## config.mk

```make
export PLATFORM = sky130hd
export DESIGN_NAME = midi_track_event_encoder_core
export DESIGN_NICKNAME = d
export VERILOG_FILES = /design/src/sv/mte_pkg.sv /design/src/sv/midi_track_event_encoder_core.sv /design/src/sv/mte_tick_pipe.sv
export SDC_FILE = /design/constraint.sdc
export NUM_CORES = 2
export LEC_CHECK = 0
export ABC_CLOCK_PERIOD_IN_PS = 8400
export BUFFER_PORTS_ARGS = -buffer_cell sky130_fd_sc_hd__buf_2
export CAP_MARGIN = 20
export CELL_PAD_IN_SITES_DETAIL_PLACEMENT = 1
export CELL_PAD_IN_SITES_GLOBAL_PLACEMENT = 1
export CORE_UTILIZATION = 50
export CTS_CLUSTER_SIZE = 28
export DETAILED_ROUTE_END_ITERATION = 8
export PLACE_DENSITY_LB_ADDON = 0.1
export SLEW_MARGIN = 10
export SYNTH_ARGS = -nofsm -noshare
export SYNTH_HDL_FRONTEND = slang
export SYNTH_SLANG_ARGS = --single-unit
```

## constraint.sdc

```tcl
create_clock -name clk -period 8.4 [get_ports clk]
set_input_delay 1.26 -clock clk [delete_from_list [all_inputs] [get_ports clk]]
set_output_delay 1.26 -clock clk [all_outputs]
set_load 0.005 [all_outputs]
```

## src/sv/mte_pkg.sv

```systemverilog
// Types and constants of the MIDI track event encoder
`default_nettype none

package mte_pkg;

  typedef enum logic [2:0] {
    MODE_NOTE_OFF,
    MODE_NOTE_ON,
    MODE_POLY_PRESSURE,
    MODE_CONTROL,
    MODE_PROGRAM,
    MODE_CHAN_PRESSURE,
    MODE_BEND,
    MODE_END_TRACK
  } mode_t;

  typedef struct packed {
    mode_t        mode;
    logic [3:0]   channel;
    logic [6:0]   data1;
    logic [6:0]   data2;
    logic [13:0]  bend_value;
    logic [31:0]  stamp_seconds;
    logic [19:0]  stamp_micros;
  } in_item_t;

  typedef struct packed {
    logic [7:0] out_byte;
    logic       last_byte;
  } out_item_t;

  // event fields that travel alongside the tick math
  typedef struct packed {
    mode_t        mode;
    logic [3:0]   channel;
    logic [6:0]   data1;
    logic [6:0]   data2;
    logic [13:0]  bend_value;
  } evt_hdr_t;

  typedef struct packed {
    evt_hdr_t     hdr;
    logic [27:0]  delta;
  } evt_t;

  localparam logic [19:0] TPS_RESET      = 20'd192;
  localparam logic [20:0] MICROS_PER_SEC = 21'd1000000;
  // 1e6 = 64 * 15625; quotient by 15625 via reciprocal floor(2^40 / 15625)
  localparam logic [13:0] DIV_ODD        = 14'd15625;
  localparam logic [26:0] DIV_RECIP      = 27'd70368744;

  localparam logic [7:0] ST_NOTE_OFF      = 8'h80;
  localparam logic [7:0] ST_NOTE_ON       = 8'h90;
  localparam logic [7:0] ST_POLY_PRESSURE = 8'ha0;
  localparam logic [7:0] ST_CONTROL       = 8'hb0;
  localparam logic [7:0] ST_PROGRAM       = 8'hc0;
  localparam logic [7:0] ST_CHAN_PRESSURE = 8'hd0;
  localparam logic [7:0] ST_BEND          = 8'he0;
  localparam logic [7:0] META_STATUS      = 8'hff;
  localparam logic [7:0] META_END_TRACK   = 8'h2f;
  localparam logic [7:0] VLQ_CONT         = 8'h80;

endpackage

`default_nettype wire

```

## src/sv/midi_track_event_encoder_core.sv

```systemverilog
// An event passes tick stages a to g, then the byte buffer, before its first byte shows.
// Throughput: one byte per cycle while out_stall is low; an event has 3 to 7 bytes,
// sent by the byte serializer with no gap between events while the input keeps up.
// The tick math runs in a seven-stage pipeline, so later events queue up behind it.
// Reset (synchronous, rst_n low) empties the pipeline and serializer, forgets the time
// origin and tick history, and sets the time base to 192 ticks per second.
`default_nettype none

module midi_track_event_encoder_core (
  input  wire logic               clk,
  input  wire logic               rst_n,
  input  wire logic               in_valid,
  output logic                    in_stall,
  input  wire mte_pkg::in_item_t  in_item,
  output logic                    out_valid,
  input  wire logic               out_stall,
  output mte_pkg::out_item_t      out_item,
  input  wire logic               cfg_wr_en,
  input  wire logic [19:0]        cfg_wr_data
);

  logic [19:0]   tps_r;
  logic          evt_valid, evt_ready;
  mte_pkg::evt_t evt;

  logic       buf_v_r;
  logic [7:0] buf_bytes_r [7];
  logic [2:0] buf_cnt_r, buf_idx_r;
  logic       out_xfer, is_last, load;

  logic [7:0] bytes_nxt [7];
  logic [2:0] cnt_nxt;
  logic [6:0] g3, g2, g1, g0;
  logic [7:0] dl [4];
  logic [7:0] eb [3];
  logic [2:0] dcnt, ecnt, eidx;

  mte_tick_pipe u_pipe (
    .clk       (clk),
    .rst_n     (rst_n),
    .in_valid  (in_valid),
    .in_stall  (in_stall),
    .in_item   (in_item),
    .tps       (tps_r),
    .evt_valid (evt_valid),
    .evt_ready (evt_ready),
    .evt       (evt)
  );

  assign out_valid          = buf_v_r;
  assign is_last            = (buf_idx_r == (buf_cnt_r - 3'd1));
  assign out_item.out_byte  = buf_bytes_r[buf_idx_r];
  assign out_item.last_byte = is_last;
  assign out_xfer           = buf_v_r && !out_stall;
  // next event loads as the last byte of the current one transfers
  assign evt_ready          = !buf_v_r || (out_xfer && is_last);
  assign load               = evt_valid && evt_ready;

  assign g3 = evt.delta[27:21];
  assign g2 = evt.delta[20:14];
  assign g1 = evt.delta[13:7];
  assign g0 = evt.delta[6:0];

  always_comb begin
    dl[0] = 8'h00;
    dl[1] = 8'h00;
    dl[2] = 8'h00;
    dl[3] = 8'h00;
    // leading zero groups are skipped, the final group always goes out
    if (g3 != 7'd0) begin
      dl[0] = mte_pkg::VLQ_CONT | {1'b0, g3};
      dl[1] = mte_pkg::VLQ_CONT | {1'b0, g2};
      dl[2] = mte_pkg::VLQ_CONT | {1'b0, g1};
      dl[3] = {1'b0, g0};
      dcnt  = 3'd4;
    end else if (g2 != 7'd0) begin
      dl[0] = mte_pkg::VLQ_CONT | {1'b0, g2};
      dl[1] = mte_pkg::VLQ_CONT | {1'b0, g1};
      dl[2] = {1'b0, g0};
      dcnt  = 3'd3;
    end else if (g1 != 7'd0) begin
      dl[0] = mte_pkg::VLQ_CONT | {1'b0, g1};
      dl[1] = {1'b0, g0};
      dcnt  = 3'd2;
    end else begin
      dl[0] = {1'b0, g0};
      dcnt  = 3'd1;
    end
  end

  always_comb begin
    eb[1] = {1'b0, evt.hdr.data1};
    eb[2] = {1'b0, evt.hdr.data2};
    ecnt  = 3'd3;
    case (evt.hdr.mode)
      mte_pkg::MODE_NOTE_OFF:      eb[0] = mte_pkg::ST_NOTE_OFF | {4'd0, evt.hdr.channel};
      mte_pkg::MODE_NOTE_ON:       eb[0] = mte_pkg::ST_NOTE_ON | {4'd0, evt.hdr.channel};
      mte_pkg::MODE_POLY_PRESSURE: eb[0] = mte_pkg::ST_POLY_PRESSURE | {4'd0, evt.hdr.channel};
      mte_pkg::MODE_CONTROL:       eb[0] = mte_pkg::ST_CONTROL | {4'd0, evt.hdr.channel};
      mte_pkg::MODE_PROGRAM: begin
        eb[0] = mte_pkg::ST_PROGRAM | {4'd0, evt.hdr.channel};
        ecnt  = 3'd2;
      end
      mte_pkg::MODE_CHAN_PRESSURE: begin
        eb[0] = mte_pkg::ST_CHAN_PRESSURE | {4'd0, evt.hdr.channel};
        eb[1] = {1'b0, evt.hdr.data2};
        ecnt  = 3'd2;
      end
      mte_pkg::MODE_BEND: begin
        eb[0] = mte_pkg::ST_BEND | {4'd0, evt.hdr.channel};
        eb[1] = {1'b0, evt.hdr.bend_value[6:0]};
        eb[2] = {1'b0, evt.hdr.bend_value[13:7]};
      end
      default: eb[0] = mte_pkg::ST_BEND | {4'd0, evt.hdr.channel};
    endcase
  end

  always_comb begin
    eidx = 3'd0;
    if (evt.hdr.mode == mte_pkg::MODE_END_TRACK) begin
      for (int i = 0; i < 7; i++) bytes_nxt[i] = 8'h00;
      bytes_nxt[1] = mte_pkg::META_STATUS;
      bytes_nxt[2] = mte_pkg::META_END_TRACK;
      cnt_nxt      = 3'd4;
    end else begin
      for (int i = 0; i < 7; i++) begin
        eidx = 3'(i) - dcnt;
        if (3'(i) < dcnt) begin
          bytes_nxt[i] = dl[2'(i)];
        end else begin
          case (eidx)
            3'd0:    bytes_nxt[i] = eb[0];
            3'd1:    bytes_nxt[i] = eb[1];
            default: bytes_nxt[i] = eb[2];
          endcase
        end
      end
      cnt_nxt = dcnt + ecnt;
    end
  end

  always_ff @(posedge clk) begin
    if (!rst_n) begin
      tps_r     <= mte_pkg::TPS_RESET;
      buf_v_r   <= 1'b0;
      buf_idx_r <= 3'd0;
    end else begin
      if (cfg_wr_en) tps_r <= cfg_wr_data;
      if (load) begin
        buf_v_r   <= 1'b1;
        buf_idx_r <= 3'd0;
      end else if (out_xfer) begin
        if (is_last) buf_v_r <= 1'b0;
        else         buf_idx_r <= buf_idx_r + 3'd1;
      end
    end
  end

  always_ff @(posedge clk) begin
    if (load) begin
      buf_cnt_r <= cnt_nxt;
      for (int i = 0; i < 7; i++) buf_bytes_r[i] <= bytes_nxt[i];
    end
  end

endmodule

`default_nettype wire

```

## src/sv/mte_tick_pipe.sv

```systemverilog
// Stamp-to-tick pipeline: start capture, elapsed time, scaling, delta ticks
`default_nettype none

module mte_tick_pipe (
  input  wire logic              clk,
  input  wire logic              rst_n,
  input  wire logic              in_valid,
  output logic                   in_stall,
  input  wire mte_pkg::in_item_t in_item,
  input  wire logic [19:0]       tps,
  output logic                   evt_valid,
  input  wire logic              evt_ready,
  output mte_pkg::evt_t          evt
);

  logic a_v_r, b_v_r, c_v_r, d_v_r, e_v_r, f_v_r, g_v_r;
  logic a_rdy, b_rdy, c_rdy, d_rdy, e_rdy, f_rdy, g_rdy;
  logic in_xfer;

  logic        started_r;
  logic [31:0] start_sec_r;
  logic [19:0] start_us_r;
  logic [27:0] prev_r;

  mte_pkg::evt_hdr_t a_hdr_r, b_hdr_r, c_hdr_r, d_hdr_r, e_hdr_r, f_hdr_r;
  logic [31:0] a_sec_r;
  logic [19:0] a_us_r;

  logic [27:0] b_esec_r, c_esec_r, d_esec_r;
  logic        b_neg_r, c_neg_r, d_neg_r, e_neg_r, f_neg_r;
  logic [19:0] b_mag_r;
  logic [39:0] c_prod_r;
  logic [33:0] d_m_r, e_m_r;
  logic [43:0] d_pph_r, d_ppl_r;
  logic [20:0] e_q0_r, f_q_r;
  logic [27:0] e_sect_r, f_sect_r;
  mte_pkg::evt_t g_evt_r;

  logic [20:0] us_diff, us_adj;
  logic        borrow;
  logic [27:0] esec_nxt;
  logic [19:0] mag_nxt;
  logic [39:0] prod_nxt;
  logic [33:0] m_nxt;
  logic [43:0] pph_nxt, ppl_nxt;
  logic [60:0] recip_sum;
  logic [47:0] sec_prod;
  logic [34:0] back_prod;
  logic [15:0] rem;
  logic [20:0] q_nxt;
  logic [27:0] micro, ticks;

  assign g_rdy    = !g_v_r || evt_ready;
  assign f_rdy    = !f_v_r || g_rdy;
  assign e_rdy    = !e_v_r || f_rdy;
  assign d_rdy    = !d_v_r || e_rdy;
  assign c_rdy    = !c_v_r || d_rdy;
  assign b_rdy    = !b_v_r || c_rdy;
  assign a_rdy    = !a_v_r || b_rdy;
  assign in_stall = !a_rdy;
  assign in_xfer  = in_valid && a_rdy;

  assign evt_valid = g_v_r;
  assign evt       = g_evt_r;

  // elapsed seconds and micros, one borrow at most
  always_comb begin
    us_diff  = {1'b0, a_us_r} - {1'b0, start_us_r};
    borrow   = us_diff[20];
    us_adj   = borrow ? (us_diff + mte_pkg::MICROS_PER_SEC) : us_diff;
    mag_nxt  = us_adj[20] ? 20'(21'd0 - us_adj) : us_adj[19:0];
    esec_nxt = a_sec_r[27:0] - start_sec_r[27:0] - {27'd0, borrow};
  end

  assign prod_nxt = {20'd0, tps} * {20'd0, b_mag_r};

  // floor(prod / 64) / 15625 through the reciprocal, split in halves
  assign m_nxt   = c_prod_r[39:6];
  assign pph_nxt = {27'd0, m_nxt[33:17]} * {17'd0, mte_pkg::DIV_RECIP};
  assign ppl_nxt = {27'd0, m_nxt[16:0]} * {17'd0, mte_pkg::DIV_RECIP};

  assign recip_sum = {d_pph_r, 17'd0} + {17'd0, d_ppl_r};
  assign sec_prod  = {20'd0, d_esec_r} * {28'd0, tps};

  // estimate is low by at most one
  assign back_prod = {14'd0, e_q0_r} * {21'd0, mte_pkg::DIV_ODD};
  assign rem       = e_m_r[15:0] - back_prod[15:0];
  assign q_nxt     = (rem >= {2'd0, mte_pkg::DIV_ODD}) ? (e_q0_r + 21'd1) : e_q0_r;

  // micro term truncates toward zero, so a negative difference negates the quotient
  assign micro = f_neg_r ? (28'd0 - {7'd0, f_q_r}) : {7'd0, f_q_r};
  assign ticks = f_sect_r + micro;

  always_ff @(posedge clk) begin
    if (!rst_n) begin
      a_v_r       <= 1'b0;
      b_v_r       <= 1'b0;
      c_v_r       <= 1'b0;
      d_v_r       <= 1'b0;
      e_v_r       <= 1'b0;
      f_v_r       <= 1'b0;
      g_v_r       <= 1'b0;
      started_r   <= 1'b0;
      start_sec_r <= 32'd0;
      start_us_r  <= 20'd0;
      prev_r      <= 28'd0;
    end else begin
      if (a_rdy) a_v_r <= in_valid;
      if (b_rdy) b_v_r <= a_v_r;
      if (c_rdy) c_v_r <= b_v_r;
      if (d_rdy) d_v_r <= c_v_r;
      if (e_rdy) e_v_r <= d_v_r;
      if (f_rdy) f_v_r <= e_v_r;
      if (g_rdy) g_v_r <= f_v_r;
      // first timed event fixes the time origin as it is taken in
      if (in_xfer && !started_r && in_item.mode != mte_pkg::MODE_END_TRACK) begin
        started_r   <= 1'b1;
        start_sec_r <= in_item.stamp_seconds;
        start_us_r  <= in_item.stamp_micros;
      end
      if (g_rdy && f_v_r && f_hdr_r.mode != mte_pkg::MODE_END_TRACK) begin
        prev_r <= ticks;
      end
    end
  end

  always_ff @(posedge clk) begin
    if (a_rdy) begin
      a_hdr_r.mode       <= in_item.mode;
      a_hdr_r.channel    <= in_item.channel;
      a_hdr_r.data1      <= in_item.data1;
      a_hdr_r.data2      <= in_item.data2;
      a_hdr_r.bend_value <= in_item.bend_value;
      a_sec_r            <= in_item.stamp_seconds;
      a_us_r             <= in_item.stamp_micros;
    end
    if (b_rdy) begin
      b_hdr_r  <= a_hdr_r;
      b_esec_r <= esec_nxt;
      b_neg_r  <= us_adj[20];
      b_mag_r  <= mag_nxt;
    end
    if (c_rdy) begin
      c_hdr_r  <= b_hdr_r;
      c_esec_r <= b_esec_r;
      c_neg_r  <= b_neg_r;
      c_prod_r <= prod_nxt;
    end
    if (d_rdy) begin
      d_hdr_r  <= c_hdr_r;
      d_esec_r <= c_esec_r;
      d_neg_r  <= c_neg_r;
      d_m_r    <= m_nxt;
      d_pph_r  <= pph_nxt;
      d_ppl_r  <= ppl_nxt;
    end
    if (e_rdy) begin
      e_hdr_r  <= d_hdr_r;
      e_neg_r  <= d_neg_r;
      e_m_r    <= d_m_r;
      e_q0_r   <= recip_sum[60:40];
      e_sect_r <= sec_prod[27:0];
    end
    if (f_rdy) begin
      f_hdr_r  <= e_hdr_r;
      f_neg_r  <= e_neg_r;
      f_q_r    <= q_nxt;
      f_sect_r <= e_sect_r;
    end
    if (g_rdy) begin
      g_evt_r.hdr   <= f_hdr_r;
      g_evt_r.delta <= ticks - prev_r;
    end
  end

endmodule

`default_nettype wire

```

==> results by group <==
Status
  • Outcome: completed

Worst setup path
  • R2R Setup Slk: approximately 0.72 ns
  • Setup crit start kind: register
  • Slowest Stage Delay on Critical Path: around 0.90 ns
  • Crit path buf inv count: 4
  • Most used cell, CP: fa_1
  • WS Path Type: reg2reg
  • CP max stage cell: edfxtp_1
  • Crit end category: register
  • Worst EP required: approximately 8.9 ns
  • CP delay by family, top: adder cells
  • WP data arrival: 8.14 ns
  • CP max FO: 16

Synth
  • Post-Syn Area per Cell: about 11 um^2
  • Post-Synth Simple-Gate Area: between 10% and 20%
  • Post-synthesis register bit count: 829
  • Post-synthesis compound-gate area fraction: ~6.5%
  • Area fraction of the dominant cell type after synthesis: between 20 and 30%
  • Yosys top cell by area: edfxtp_1
  • Post-Syn Area: roughly 74,000 um^2
  • Top post-synthesis cells by area: edfxtp_1, fa_1, ha_1
  • Top_reg_cell synth: edfxtp_1
  • Mapped Cells: roughly 6,900
  • Largest family of logic cells by synthesized area: adder cells
  • Asr flop ratio synth: 0%
  • XOR/XNOR Fraction of Synth Area: 4.17%
  • Mux cell area share after synthesis: less than 1%
  • Synth warn: 0
  • Cell variety after synth: 84
  • Seq/Total Area, Yosys: 32.3%
  • Post-synth EDFFs: around 720
  • Adder-cell share of the synthesized area: a little under two fifths

Finish
  • Fin nets: ~8,700
  • Share of layout cells above drive strength 1: 5.89%
  • Filler cell count: 15,600
  • Area Overhead vs Synth: 8.32%

STA
  • Slew HR: a little over a third
  • Setup violations, final: 0
  • Total negative slack: 0 ns
  • RSZ-0062 raised after global routing: no
  • Final hold violation count: 0
  • Final Slew Violations: 0
  • Worst-margin pin slew: 0.956 ns
  • Fin crit share: 91.4%
  • Fmax: 0.130 GHz
  • Skew final: approximately 0.058 ns
  • Final min period: 7.68 ns

Routing
  • Vias per inst: 5.29
  • Detailed Route WL: 178,000 um
  • Vias: 47,300
  • DRC Markers: 0
  • Drt first-iter violations: 1,915
  • DR WL/cell: 19.9 um
  • First-pass iteration count of the detailed router: 5
  • Post-route antenna net violation count: 0

Floorplanning
  • Site Rows: 140
  • Core area: 146,000 um^2
  • Die Span Y: around 390 um
  • Starting Density: around half
  • I/O pin count: approximately 120
  • DIE AREA: about 150,000 um^2
  • Die X: a little under 400 um

Global route
  • Tot GR Track Use: 24.7%
  • Largest net degree at the start of global routing: 79
  • Antenna violations before repair: 28
  • First-pass GRT wire length: about 290,000 um
  • Total grt overflow: 0
  • Vias in the first global route: ~53,000

CTS
  • Postcts setup bufs: 0
  • Total CTS buffers: 94
  • Clock-pin transition on the worst setup and hold timing paths: roughly 0.060 ns
  • CTS sink count: 829
  • TritonCTS clock tree: built
  • Root buffer cell: clkbuf_16
  • Post-CTS Resized: 0
  • Max clock buf depth: 3
  • H-tree Lvls: 3
  • # hold bufs at CTS: 0
  • Worst-skew pair later-pin latency: roughly 0.73 ns

Place
  • Final HPWL DP: ~140,000 um
  • Final weighted congestion in routability-driven placement: approximately 0.86
  • Port Buf Inserts: approximately 120

Flow run
  • Maxcap violations: 0

Worst hold path
  • Hold Path Class: reg2reg
==> final cells by class <==
type	count	area, um^2	share of cell area [%]
flip-flops and latches	829	23800	29.8
clock inverters	59	699	0.876
inverters	1396	5250	6.58
multi-input cells	4420	43900	55.0
diodes	4	10.0	0.0125
repair buffers	206	1290	1.61
well taps	1917	2400	3.00
clock buffers	114	2490	3.12
==> synthesized netlist by cell type (57+ instances only) <==
cell,instances
inv_1,1394
fa_1,902
ha_1,758
edfxtp_1,718
nand2_1,676
and2_1,407
xnor2_1,263
a21oi_1,262
nor2_1,218
clkbuf_1,203
o21ai_0,112
dfxtp_1,111
xor2_1,88
a21o_1,74
nand3_1,64
nor3_1,57
==> stage by stage <==
| step | util, % | hold WS [ns] | setup slack [ns] | instances | instance area (um^2) |
|---|---|---|---|---|---|
| finish | 54.7 | 0.395 | 0.721 | 8945 | 79800 |
| CTS | 54.7 | 0.393 | 0.617 | 8939 | 79800 |
| floorplan | - | 0.400 | 1.14 | 6862 | 73700 |
| global placement | 52.5 | 0.400 | 0.780 | 8765 | 76600 |
| detailed placement | 52.5 | 0.405 | 0.699 | 8766 | 76600 |
| global route | 54.7 | 0.396 | 0.224 | 8944 | 79800 |
==> metal layers <==
metal / wire length (um) / up-vias / global-route usage [%]
met4: 5390 / 42 / 7.31
met2: 88200 / 729 / 43.3
met5: 271 / - / 0
met1: 76000 / 24100 / 30.7
li1: - / 22200 / -
met3: 7800 / 332 / 4.56
==> registers in the layout, indices dropped and copies added, names as in the netlist, 28 cells and up, named ones only <==
signal,count
u_pipe.d_pph_r,41
u_pipe.a_sec_r,28
u_pipe.d_esec_r,28
u_pipe.start_sec_r,28
u_pipe.a_hdr_r,35
buf_bytes_r,56
u_pipe.b_esec_r,28
u_pipe.c_hdr_r,35
u_pipe.e_hdr_r,35
u_pipe.f_hdr_r,35
u_pipe.d_hdr_r,35
u_pipe.c_prod_r,34
u_pipe.evt,63
u_pipe.prev_r,28
u_pipe.e_sect_r,28
u_pipe.c_esec_r,28
u_pipe.f_sect_r,28
u_pipe.b_hdr_r,35
==> kinds of logic (layout without fill, tap and decap cells) <==
kind of cell / count (synthesis) / in the layout
AOI/OAI and AO/OA: 739 / 739
and+or+nand+nor: 1608 / 1608
adders and majority gates: 1660 / 1660
other: 1 / 6
muxes: 60 / 60
buffers and inverters: 1613 / 1775
DFF: 829 / 829
xor gates and xnor gates: 351 / 351
==> worst register-to-register path: cells and delay by family, from the launching register on <==
family,cells,cell delay [ns]
xor+xnor,1,0.11
fa+ha+maj,8,3.50
buf+inv,4,0.22
compound gates,9,2.16
simple gates,3,0.51
flops,1,0.90
==> placed cells by master, fill, tap and decap left out, types with 30 or more instances in the layout <==
master,count
a21o_1,74
a21oi_1,261
and2_1,407
and3_1,30
buf_2,118
buf_4,84
clkbuf_16,94
dfxtp_1,110
edfxtp_1,718
fa_1,902
ha_1,758
inv_1,1391
mux2i_1,42
nand2_1,673
nand2b_1,38
nand3_1,63
nor2_1,218
nor2b_1,33
nor3_1,56
o21a_1,44
o21ai_0,112
xnor2_1,263
xor2_1,88
==> path summary, 6_finish.rpt <==
kind,from,to,cells past startpoint
setup reg to reg,u_pipe.d_esec_r[6]$_DFFE_PP_,u_pipe.e_sect_r[27]$_DFFE_PP_,25
hold reg to reg,u_pipe.b_esec_r[12]$_DFFE_PP_,u_pipe.c_esec_r[12]$_DFFE_PP_,0
setup / recovery,u_pipe.d_esec_r[6]$_DFFE_PP_,u_pipe.e_sect_r[27]$_DFFE_PP_,25
hold / removal,u_pipe.b_esec_r[12]$_DFFE_PP_,u_pipe.c_esec_r[12]$_DFFE_PP_,0
Power is left out: the tool's default activity adds up to more than one toggle a clock period on the data nets, which glitch-free logic cannot reach.
